## config.mk

```make
export PLATFORM = sky130hd
export DESIGN_NAME = intel_hex_record_framer_top_flat
export DESIGN_NICKNAME = d
export VERILOG_FILES = /design/src/rtl/core/ihf_pkg.sv /design/src/rtl/core/ihf_if.sv /design/src/rtl/core/ihf_front.sv /design/src/rtl/core/ihf_queue.sv /design/src/rtl/core/ihf_back.sv /design/src/rtl/core/intel_hex_record_framer_top.sv /design/src/flat_wrapper.sv
export SDC_FILE = /design/constraint.sdc
export NUM_CORES = 1
export LEC_CHECK = 0
export BUFFER_PORTS_ARGS = -buffer_cell sky130_fd_sc_hd__buf_2
export CAP_MARGIN = 20
export CORE_UTILIZATION = 63
export CTS_CLUSTER_SIZE = 28
export DETAILED_ROUTE_END_ITERATION = 8
export GPL_TIMING_DRIVEN = 0
export PLACE_DENSITY = 0.8
export REMOVE_ABC_BUFFERS = 1
export SLEW_MARGIN = 40
export SYNTH_ARGS = -nofsm -noshare
export SYNTH_HDL_FRONTEND = slang
export SYNTH_SLANG_ARGS = --single-unit
```

## constraint.sdc

```tcl
create_clock -name i_clk -period 7.9 [get_ports i_clk]
set_clock_uncertainty 0.15 [all_clocks]
set_input_delay 0.79 -clock i_clk [delete_from_list [all_inputs] [get_ports i_clk]]
set_output_delay 0.79 -clock i_clk [all_outputs]
set_load 0.1 [all_outputs]
```

## src/rtl/core/ihf_pkg.sv

```systemverilog
`default_nettype none
package ihf_pkg;

    // Command queue depth between the request front end and the text engine.
    localparam int unsigned Q_DEPTH = 4;
    localparam int unsigned Q_PTR_W = 2;

    // Request codes on the input channel.
    localparam logic [1:0] REQ_DATA = 2'd0;
    localparam logic [1:0] REQ_ADDR = 2'd1;
    localparam logic [1:0] REQ_EOS  = 2'd2;

    typedef enum logic [1:0] {
        OP_DATA = 2'd0,
        OP_ADDR = 2'd1,
        OP_EOS  = 2'd2
    } t_op;

    typedef struct packed {
        t_op         op;
        logic [15:0] arg;
    } t_cmd;

    localparam logic [7:0] CH_COLON   = 8'h3A;
    localparam logic [7:0] CH_ZERO    = 8'h30;
    localparam logic [7:0] CH_NEWLINE = 8'h0A;

    // Index of the final character of the end-of-file record.
    localparam logic [5:0] EOF_LAST_POS = 6'd11;

    function automatic logic [7:0] hex_char(input logic [3:0] nib);
        logic [7:0] c;
        if (nib < 4'd10) begin
            c = 8'h30 + {4'd0, nib};
        end else begin
            c = 8'h37 + {4'd0, nib};
        end
        return c;
    endfunction

    // Text of the end-of-file record ":00000001FF" plus newline.
    function automatic logic [7:0] eof_char(input logic [3:0] idx);
        logic [7:0] c;
        case (idx)
            4'd0:    c = CH_COLON;
            4'd8:    c = 8'h31;
            4'd9:    c = 8'h46;
            4'd10:   c = 8'h46;
            4'd11:   c = CH_NEWLINE;
            default: c = CH_ZERO;
        endcase
        return c;
    endfunction

endpackage
`default_nettype wire

```

## src/rtl/core/ihf_if.sv

```systemverilog
`default_nettype none
interface ihf_req_if;
    logic        valid;
    logic        ready;
    logic [1:0]  req_type;
    logic [7:0]  data_byte;
    logic [15:0] new_address;

    modport source (output valid, output req_type, output data_byte, output new_address,
                    input ready);
    modport sink   (input valid, input req_type, input data_byte, input new_address,
                    output ready);
endinterface

interface ihf_text_if;
    logic       valid;
    logic       ready;
    logic [7:0] text_char;
    logic       last_char;

    modport source (output valid, output text_char, output last_char, input ready);
    modport sink   (input valid, input text_char, input last_char, output ready);
endinterface
`default_nettype wire

```

## src/rtl/core/ihf_front.sv

```systemverilog
`default_nettype none
module ihf_front (
    ihf_req_if.sink        i_req,
    input  wire logic      i_q_full,
    output ihf_pkg::t_cmd  o_cmd,
    output logic           o_push
);
    import ihf_pkg::*;

    logic w_keep;

    // Unused request codes are taken and dropped without reaching the queue.
    always_comb begin
        w_keep    = 1'b1;
        o_cmd.arg = {8'd0, i_req.data_byte};
        o_cmd.op  = OP_DATA;
        case (i_req.req_type)
            REQ_DATA: begin
                o_cmd.op  = OP_DATA;
                o_cmd.arg = {8'd0, i_req.data_byte};
            end
            REQ_ADDR: begin
                o_cmd.op  = OP_ADDR;
                o_cmd.arg = i_req.new_address;
            end
            REQ_EOS: begin
                o_cmd.op  = OP_EOS;
                o_cmd.arg = i_req.new_address;
            end
            default: begin
                w_keep = 1'b0;
            end
        endcase
    end

    assign i_req.ready = !i_q_full;
    assign o_push      = i_req.valid && !i_q_full && w_keep;

endmodule
`default_nettype wire

```

## src/rtl/core/ihf_queue.sv

```systemverilog
`default_nettype none
module ihf_queue (
    input  wire logic          i_clk,
    input  wire logic          i_rst_n,
    input  wire logic          i_push,
    input  wire ihf_pkg::t_cmd i_cmd,
    output logic               o_full,
    output logic               o_valid,
    output ihf_pkg::t_cmd      o_cmd,
    input  wire logic          i_pop
);
    import ihf_pkg::*;

    t_cmd               r_mem [Q_DEPTH];
    logic [Q_PTR_W-1:0] r_wr;
    logic [Q_PTR_W-1:0] r_rd;
    logic [Q_PTR_W:0]   r_count;
    logic               w_push;
    logic               w_pop;

    assign o_full  = (r_count == (Q_PTR_W+1)'(Q_DEPTH));
    assign o_valid = (r_count != '0);
    assign o_cmd   = r_mem[r_rd];
    assign w_push  = i_push && !o_full;
    assign w_pop   = i_pop && o_valid;

    always_ff @(posedge i_clk) begin
        if (w_push) begin
            r_mem[r_wr] <= i_cmd;
        end
    end

    always_ff @(posedge i_clk) begin
        if (!i_rst_n) begin
            r_wr    <= '0;
            r_rd    <= '0;
            r_count <= '0;
        end else begin
            if (w_push) begin
                r_wr <= r_wr + 1'b1;
            end
            if (w_pop) begin
                r_rd <= r_rd + 1'b1;
            end
            if (w_push && !w_pop) begin
                r_count <= r_count + 1'b1;
            end else if (w_pop && !w_push) begin
                r_count <= r_count - 1'b1;
            end
        end
    end

endmodule
`default_nettype wire

```

## src/rtl/core/ihf_back.sv

```systemverilog
`default_nettype none
module ihf_back #(
    parameter int unsigned RECORD_BYTES = 16
) (
    input  wire logic          i_clk,
    input  wire logic          i_rst_n,
    input  wire logic          i_cmd_valid,
    input  wire ihf_pkg::t_cmd i_cmd,
    output logic               o_cmd_ready,
    ihf_text_if.source         o_text
);
    import ihf_pkg::*;

    localparam int unsigned IDX_W = (RECORD_BYTES > 1) ? $clog2(RECORD_BYTES) : 1;

    typedef enum logic [2:0] {
        ST_IDLE = 3'b001,
        ST_REC  = 3'b010,
        ST_EOF  = 3'b100
    } t_state;

    typedef enum logic [1:0] {
        AF_NONE = 2'd0,
        AF_LOAD = 2'd1,
        AF_EOF  = 2'd2
    } t_after;

    t_state      r_state, n_state;
    t_after      r_after, n_after;
    logic [4:0]  r_fill, n_fill;
    logic [15:0] r_addr, n_addr;
    logic [15:0] r_naddr, n_naddr;
    logic [7:0]  r_dsum, n_dsum;
    logic [4:0]  r_cnt, n_cnt;
    logic [7:0]  r_ck, n_ck;
    logic [5:0]  r_pos, n_pos;
    logic        r_ov, n_ov;
    logic [7:0]  r_ch, n_ch;
    logic        r_last, n_last;
    logic [7:0]  r_buf [RECORD_BYTES];

    logic        w_free;
    logic        w_pop;
    logic        w_wr;
    logic [4:0]  w_fill_inc;
    logic [7:0]  w_dsum_inc;
    logic        w_flush;
    logic [4:0]  w_fl_cnt;
    logic [7:0]  w_fl_dsum;
    logic [5:0]  w_two_cnt;
    logic [5:0]  w_last_pos;
    logic [5:0]  w_d;
    logic [7:0]  w_byte;
    logic [7:0]  w_rec_ch;

    assign w_free      = !r_ov || o_text.ready;
    assign o_cmd_ready = (r_state == ST_IDLE);
    assign w_pop       = i_cmd_valid && o_cmd_ready;
    assign w_wr        = w_pop && (i_cmd.op == OP_DATA);
    assign w_fill_inc  = r_fill + 5'd1;
    assign w_dsum_inc  = r_dsum + i_cmd.arg[7:0];
    assign w_two_cnt   = {r_cnt, 1'b0};
    assign w_last_pos  = 6'd11 + w_two_cnt;
    assign w_d         = r_pos - 6'd9;
    assign w_byte      = r_buf[w_d[IDX_W:1]];

    // Character at the current position of a data record.
    always_comb begin
        if (r_pos == 6'd0) begin
            w_rec_ch = CH_COLON;
        end else if (r_pos == 6'd1) begin
            w_rec_ch = hex_char({3'd0, r_cnt[4]});
        end else if (r_pos == 6'd2) begin
            w_rec_ch = hex_char(r_cnt[3:0]);
        end else if (r_pos == 6'd3) begin
            w_rec_ch = hex_char(r_addr[15:12]);
        end else if (r_pos == 6'd4) begin
            w_rec_ch = hex_char(r_addr[11:8]);
        end else if (r_pos == 6'd5) begin
            w_rec_ch = hex_char(r_addr[7:4]);
        end else if (r_pos == 6'd6) begin
            w_rec_ch = hex_char(r_addr[3:0]);
        end else if (r_pos < 6'd9) begin
            w_rec_ch = CH_ZERO;
        end else if (w_d < w_two_cnt) begin
            w_rec_ch = w_d[0] ? hex_char(w_byte[3:0]) : hex_char(w_byte[7:4]);
        end else if (w_d == w_two_cnt) begin
            w_rec_ch = hex_char(r_ck[7:4]);
        end else if (w_d == w_two_cnt + 6'd1) begin
            w_rec_ch = hex_char(r_ck[3:0]);
        end else begin
            w_rec_ch = CH_NEWLINE;
        end
    end

    always_comb begin
        n_state   = r_state;
        n_after   = r_after;
        n_fill    = r_fill;
        n_addr    = r_addr;
        n_naddr   = r_naddr;
        n_dsum    = r_dsum;
        n_cnt     = r_cnt;
        n_ck      = r_ck;
        n_pos     = r_pos;
        n_ov      = r_ov && !o_text.ready;
        n_ch      = r_ch;
        n_last    = r_last;
        w_flush   = 1'b0;
        w_fl_cnt  = r_fill;
        w_fl_dsum = r_dsum;

        case (r_state)
            ST_IDLE: begin
                if (w_pop) begin
                    case (i_cmd.op)
                        OP_DATA: begin
                            n_fill = w_fill_inc;
                            n_dsum = w_dsum_inc;
                            if (w_fill_inc >= 5'(RECORD_BYTES)) begin
                                w_flush   = 1'b1;
                                w_fl_cnt  = w_fill_inc;
                                w_fl_dsum = w_dsum_inc;
                                n_after   = AF_NONE;
                            end
                        end
                        OP_ADDR: begin
                            if (r_fill != 5'd0) begin
                                w_flush = 1'b1;
                                n_after = AF_LOAD;
                                n_naddr = i_cmd.arg;
                            end else begin
                                n_addr = i_cmd.arg;
                            end
                        end
                        OP_EOS: begin
                            if (r_fill != 5'd0) begin
                                w_flush = 1'b1;
                                n_after = AF_EOF;
                            end else begin
                                n_state = ST_EOF;
                                n_pos   = '0;
                            end
                        end
                        default: begin
                            n_state = ST_IDLE;
                        end
                    endcase
                    if (w_flush) begin
                        n_state = ST_REC;
                        n_pos   = '0;
                        n_cnt   = w_fl_cnt;
                        n_ck    = 8'd0 - ({3'd0, w_fl_cnt} + r_addr[15:8] + r_addr[7:0]
                                          + w_fl_dsum);
                    end
                end
            end
            ST_REC: begin
                if (w_free) begin
                    n_ov   = 1'b1;
                    n_ch   = w_rec_ch;
                    n_last = (r_pos == w_last_pos) && (r_after != AF_EOF);
                    n_pos  = r_pos + 6'd1;
                    if (r_pos == w_last_pos) begin
                        n_addr = r_addr + {11'd0, r_cnt};
                        n_fill = '0;
                        n_dsum = '0;
                        n_pos  = '0;
                        if (r_after == AF_LOAD) begin
                            n_addr = r_naddr;
                        end
                        n_state = (r_after == AF_EOF) ? ST_EOF : ST_IDLE;
                    end
                end
            end
            ST_EOF: begin
                if (w_free) begin
                    n_ov   = 1'b1;
                    n_ch   = eof_char(r_pos[3:0]);
                    n_last = (r_pos == EOF_LAST_POS);
                    n_pos  = r_pos + 6'd1;
                    if (r_pos == EOF_LAST_POS) begin
                        n_pos   = '0;
                        n_state = ST_IDLE;
                    end
                end
            end
            default: begin
                n_state = ST_IDLE;
            end
        endcase
    end

    always_ff @(posedge i_clk) begin
        if (w_wr) begin
            r_buf[r_fill[IDX_W-1:0]] <= i_cmd.arg[7:0];
        end
    end

    always_ff @(posedge i_clk) begin
        if (!i_rst_n) begin
            r_state <= ST_IDLE;
            r_after <= AF_NONE;
            r_fill  <= '0;
            r_addr  <= '0;
            r_dsum  <= '0;
            r_pos   <= '0;
            r_ov    <= 1'b0;
        end else begin
            r_state <= n_state;
            r_after <= n_after;
            r_fill  <= n_fill;
            r_addr  <= n_addr;
            r_dsum  <= n_dsum;
            r_pos   <= n_pos;
            r_ov    <= n_ov;
        end
    end

    always_ff @(posedge i_clk) begin
        r_naddr <= n_naddr;
        r_cnt   <= n_cnt;
        r_ck    <= n_ck;
        r_ch    <= n_ch;
        r_last  <= n_last;
    end

    assign o_text.valid     = r_ov;
    assign o_text.text_char = r_ch;
    assign o_text.last_char = r_last;

endmodule
`default_nettype wire

```

## src/rtl/core/intel_hex_record_framer_top.sv

```systemverilog
// A taken request with a used code enters the command queue; the back end pops it while idle,
// and the text of a record it closes is walked in ST_REC into the output register.
// Record text streams at one character per cycle while the sink takes it: 12 + 2*n characters
// for n data bytes, 12 for end of file. A data byte that does not close a record is only
// stored; a request that closes a record holds the engine while its characters are produced.
// Reset (i_rst_n low, synchronous) empties the queue, clears fill count, address and output.
`default_nettype none
module intel_hex_record_framer_top #(
    parameter int unsigned RECORD_BYTES = 16
) (
    input  wire logic i_clk,
    input  wire logic i_rst_n,
    ihf_req_if.sink   i_req,
    ihf_text_if.source o_text
);
    import ihf_pkg::*;

    // The front end takes a request whenever the command queue has room, turns it
    // into a command and drops unused request codes. The queue lets the front end
    // keep taking requests while the back end is busy streaming a record.
    t_cmd w_fe_cmd;
    logic w_fe_push;
    logic w_q_full;
    logic w_q_valid;
    t_cmd w_q_cmd;
    logic w_be_ready;

    ihf_front u_front (
        .i_req    (i_req),
        .i_q_full (w_q_full),
        .o_cmd    (w_fe_cmd),
        .o_push   (w_fe_push)
    );

    ihf_queue u_queue (
        .i_clk   (i_clk),
        .i_rst_n (i_rst_n),
        .i_push  (w_fe_push),
        .i_cmd   (w_fe_cmd),
        .o_full  (w_q_full),
        .o_valid (w_q_valid),
        .o_cmd   (w_q_cmd),
        .i_pop   (w_be_ready)
    );

    // The back end owns the record buffer, the fill count and the record address.
    // It stores data bytes, and when a record closes it walks the record text one
    // character per cycle into an output register, which holds while the sink stalls.
    // Buffered data bytes are not cleared by reset; only bytes of the open record are read.
    ihf_back #(
        .RECORD_BYTES (RECORD_BYTES)
    ) u_back (
        .i_clk       (i_clk),
        .i_rst_n     (i_rst_n),
        .i_cmd_valid (w_q_valid),
        .i_cmd       (w_q_cmd),
        .o_cmd_ready (w_be_ready),
        .o_text      (o_text)
    );

endmodule
`default_nettype wire

```

## src/flat_wrapper.sv

```systemverilog
// flat-port wrapper written by rule: the top's interface ports become plain ports
module intel_hex_record_framer_top_flat import ihf_pkg::*;
#(
    parameter int unsigned RECORD_BYTES = 16
)
  (i_clk, i_rst_n, i_req_valid, i_req_req_type, i_req_data_byte, i_req_new_address, i_req_ready, o_text_valid, o_text_text_char, o_text_last_char, o_text_ready);
  ihf_req_if i_req_i ();
  ihf_text_if o_text_i ();
  input  wire logic i_clk;
  input  wire logic i_rst_n;
  input wire logic [$bits(i_req_i.valid)-1:0] i_req_valid;
  input wire logic [$bits(i_req_i.req_type)-1:0] i_req_req_type;
  input wire logic [$bits(i_req_i.data_byte)-1:0] i_req_data_byte;
  input wire logic [$bits(i_req_i.new_address)-1:0] i_req_new_address;
  output wire logic [$bits(i_req_i.ready)-1:0] i_req_ready;
  output wire logic [$bits(o_text_i.valid)-1:0] o_text_valid;
  output wire logic [$bits(o_text_i.text_char)-1:0] o_text_text_char;
  output wire logic [$bits(o_text_i.last_char)-1:0] o_text_last_char;
  input wire logic [$bits(o_text_i.ready)-1:0] o_text_ready;
  assign i_req_i.valid = i_req_valid;
  assign i_req_i.req_type = i_req_req_type;
  assign i_req_i.data_byte = i_req_data_byte;
  assign i_req_i.new_address = i_req_new_address;
  assign i_req_ready = i_req_i.ready;
  assign o_text_valid = o_text_i.valid;
  assign o_text_text_char = o_text_i.text_char;
  assign o_text_last_char = o_text_i.last_char;
  assign o_text_i.ready = o_text_ready;
  intel_hex_record_framer_top #(.RECORD_BYTES(RECORD_BYTES)) u_core (.i_clk(i_clk), .i_rst_n(i_rst_n), .i_req(i_req_i), .o_text(o_text_i));
endmodule
```

==> flow_metrics.env <==
export IMPL_grt_pass1_vias=9686
export IMPL_grt_ovfl_total=0
export IMPL_io_pins=41
export IMPL_die_w_um=156
export IMPL_crit_chain="mux4_2 > ha_1 > a21o_1 > a21oi_1 > xnor2_1 > mux2i_1 > fa_1 > inv_1 > fa_1 > inv_1 > ha_1 > ha_1 > a21o_1 > a21oi_1 > o21bai_1 > a21oi_1 > xnor2_1 > xnor2_1"
export IMPL_clk_pin_slew_ps=60
export IMPL_seq_area_frac_synth_pct=54.5
export IMPL_crit_path_end_kind="flip-flop"
export IMPL_cpPeakStageDelay_ps=840
export IMPL_track_usage_pct=28.4
export IMPL_start_kind="flip-flop"
export IMPL_wl_um=33500
export IMPL_drv_cap=0
export IMPL_place_ws_ps=2010
export IMPL_nets=1341
export IMPL_place_congestion=0.984
export IMPL_netlist_top_cells_count="edfxtp_1, nor2_1, nand2_1"
export IMPL_fill_cells=1537
export IMPL_timing_final_ws_setup_ps=2040
export IMPL_p_leak_uw=0.00583
export IMPL_met3WireLength_um=3040
export IMPL_cp_arrival_ps=5980
export IMPL_period_minus_slack_ps=5860
export IMPL_synth_xor_area_share_pct=3.53
export IMPL_maxUsedRoutingLayer="met4"
export IMPL_cts_root_buf="clkbuf_16"
export IMPL_drt_met1_wl_um=13600
export IMPL_ys_flop_type="edfxtp_1"
export IMPL_yosysTopAreaCellShare_pct=47.7
export IMPL_cts_hold_buf=0
export IMPL_grt_pass1_wl_um=52100
export IMPL_timing_final_crit_share_pct=74.1
export IMPL_relSlewSlack_pct=43.3
export IMPL_cts_resized=0
export IMPL_die_h_um=156
export IMPL_hold_path_class="reg2reg"
export IMPL_synth_top_family_by_area="compound AO/OA/AOI/OAI gates"
export IMPL_setup_viol=0
export IMPL_cts_setup_buffers=0
export IMPL_htree_levels=1
export IMPL_status="finished, final reports clean"
export IMPL_cts_sinks=287
export IMPL_total_power_uw=4960
export IMPL_antenna_found_initial=1
export IMPL_core_area_um2=22900
export IMPL_ys_ff_latch=287
export IMPL_drc=0
export IMPL_diodes=0
export IMPL_yosys_warnings=0
export IMPL_cts_tree="built"
export IMPL_finalSetupTns_ps=0
export IMPL_drive_gt1_share_pct=14.3
export IMPL_firstDrtPassIters=5
export IMPL_start_util_pct=65.1
export IMPL_cts_buffer_depth=3
export IMPL_power_density_nw_per_um2=304
export IMPL_async_flop_share_pct=0
export IMPL_syn_area_um2=14900
export IMPL_synth_fa_ha_area_share_pct=7.64
export IMPL_routedWlPerCell_um=21.4
export IMPL_synthMuxAreaShare_pct=8.66
export IMPL_wl_met2_um=15800
export IMPL_ant_nets=0
export IMPL_synth_most_common_cell="edfxtp_1"
export IMPL_initialDrtViolationCount=822
export IMPL_grt_start_max_net_pins=40
export IMPL_syn_area_per_cell_um2=12.3
export IMPL_hpwl_um=23200
export IMPL_critPathKind="reg2reg"
export IMPL_syn_inst=1212
export IMPL_hold_viol=0
export IMPL_worst_pin_slew_ps=847
export IMPL_area_growth_pct=9.48
export IMPL_synth_simple_area_share_pct=10.5
export IMPL_vias_per_cell=6.35
export IMPL_rsz0062_at_grt="false"
export IMPL_synth_compound_area_share_pct=11.6
export IMPL_dieArea_um2=24300
export IMPL_placementRows=55
export IMPL_finalMaxSlewViolations=0
export IMPL_fmax_mhz=171
export IMPL_via_count=9932
export IMPL_fin_util_pct=71.2
export IMPL_synth_distinct_cells=76
export IMPL_cp_max_fo=20
export IMPL_yosysTopAreaCell="edfxtp_1"
export IMPL_cpMaxStageDelayCell="mux4_2"
export IMPL_synth_edf_count=237
export IMPL_cts_buffers=28
export IMPL_cp_required_ps=8030
export IMPL_clock_latency_ps=540
export IMPL_ir_drop_mv=0.248
export IMPL_cp_buffers_inverters=2
export IMPL_ys_top_cells_by_area="edfxtp_1, mux4_2, dfxtp_1"
export IMPL_numPortBuffers=39
export IMPL_critical_path_top_delay_family="adder cells"
==> per-layer routing <==
metal,up-vias,track usage [%]
met4,0,10.2
met2,501,46.1
met1,4785,39.2
met5,-,0
li1,4560,-
met3,86,4.50
==> where the power goes <==
group          total [uW]  switching [uW]  internal [uW]
Sequential           2080             151           1920
Combinational        1580             940            645
Clock                1300             556            746
==> per-stage QoR <==
stage / hold WS [ps] / cell area [um2] / cells
after floorplan: 309 / 14600 / 1153
after global placement: 325 / 15200 / 1505
after detailed placement: 333 / 15400 / 1511
after CTS: 342 / 16300 / 1563
after global routing: 366 / 16300 / 1564
final: 355 / 16300 / 1564
==> worst reg2reg max path: cells and delay by family, from the launching register on <==
family | cells | cell delay, ps
mux | 2 | 1050
flops | 1 | 740
buf+inv | 2 | 100
xor+xnor | 3 | 410
compound gates | 6 | 1070
fa+ha+maj | 5 | 2070
==> area by class of cell <==
| cell class | instances | area, um2 | area share, % |
|---|---|---|---|
| timing repair buffer | 46 | 284 | 1.74 |
| clock inverter | 17 | 136 | 0.836 |
| tap | 313 | 392 | 2.40 |
| inverter | 74 | 278 | 1.70 |
| sequential | 287 | 8120 | 49.8 |
| multi-input combinational | 792 | 6350 | 38.9 |
| clock buffer | 35 | 758 | 4.65 |
==> path summary, 6_finish.rpt <==
check,start,end,slack (ps),cells after the start
worst max register to register,flip-flop,u_core.u_back.r_ck[7],2040,18
worst min register to register,u_core.u_back.r_after[1],u_core.u_back.r_after[1],360,2
worst max-delay path,flip-flop,u_core.u_back.r_ck[7],2040,18
worst min-delay path,u_core.u_back.r_after[1],u_core.u_back.r_after[1],360,2
==> placed cells by master (no fill, tap or decap), types with 12 or more instances in the layout <==
cell / synthesis / final
clkbuf_16: 0 / 29
nor2_1: 94 / 86
fa_1: 15 / 15
ha_1: 67 / 66
and2_1: 26 / 22
dfxtp_1: 50 / 47
o21ai_0: 51 / 51
mux2i_1: 21 / 21
xor2_1: 17 / 17
nand3_1: 22 / 22
a21o_1: 12 / 12
o211ai_1: 20 / 20
a21oi_1: 63 / 63
xnor2_1: 40 / 39
buf_2: 12 / 40
a211oi_1: 14 / 14
mux4_2: 45 / 45
inv_1: 74 / 73
edfxtp_1: 237 / 237
nand2_1: 82 / 82
nor3_1: 24 / 19
==> kinds of logic after synthesis <==
| kind of cell | Yosys count |
|---|---|
| AO/OA/AOI/OAI | 259 |
| XOR/XNOR | 58 |
| adder cells (fa/ha/maj) | 82 |
| buffers and inverters | 133 |
| flip-flops | 287 |
| multiplexers | 72 |
| other | 1 |
| AND/OR/NAND/NOR | 320 |
==> flip-flops by register name (all words and copies together) (netlist names), named ones only <==
signal / flops
u_core.u_back.o_text.text_char: 7
u_core.u_back.o_text.valid: 1
u_core.u_back.r_naddr: 16
u_core.u_back.o_text.last_char: 1
u_core.u_back.r_pos: 6
u_core.u_queue.r_rd: 2
u_core.u_queue.r_mem: 72
u_core.u_back.r_ck: 8
u_core.u_back.r_buf: 128
u_core.u_back.r_fill: 5
u_core.u_back.r_addr: 16
u_core.u_back.r_after: 2
u_core.u_queue.r_wr: 2
u_core.u_back.r_state: 3
u_core.u_queue.r_count: 3
u_core.u_back.r_dsum: 8
u_core.u_back.r_cnt: 5
Power figures use the tool's default switching activity.
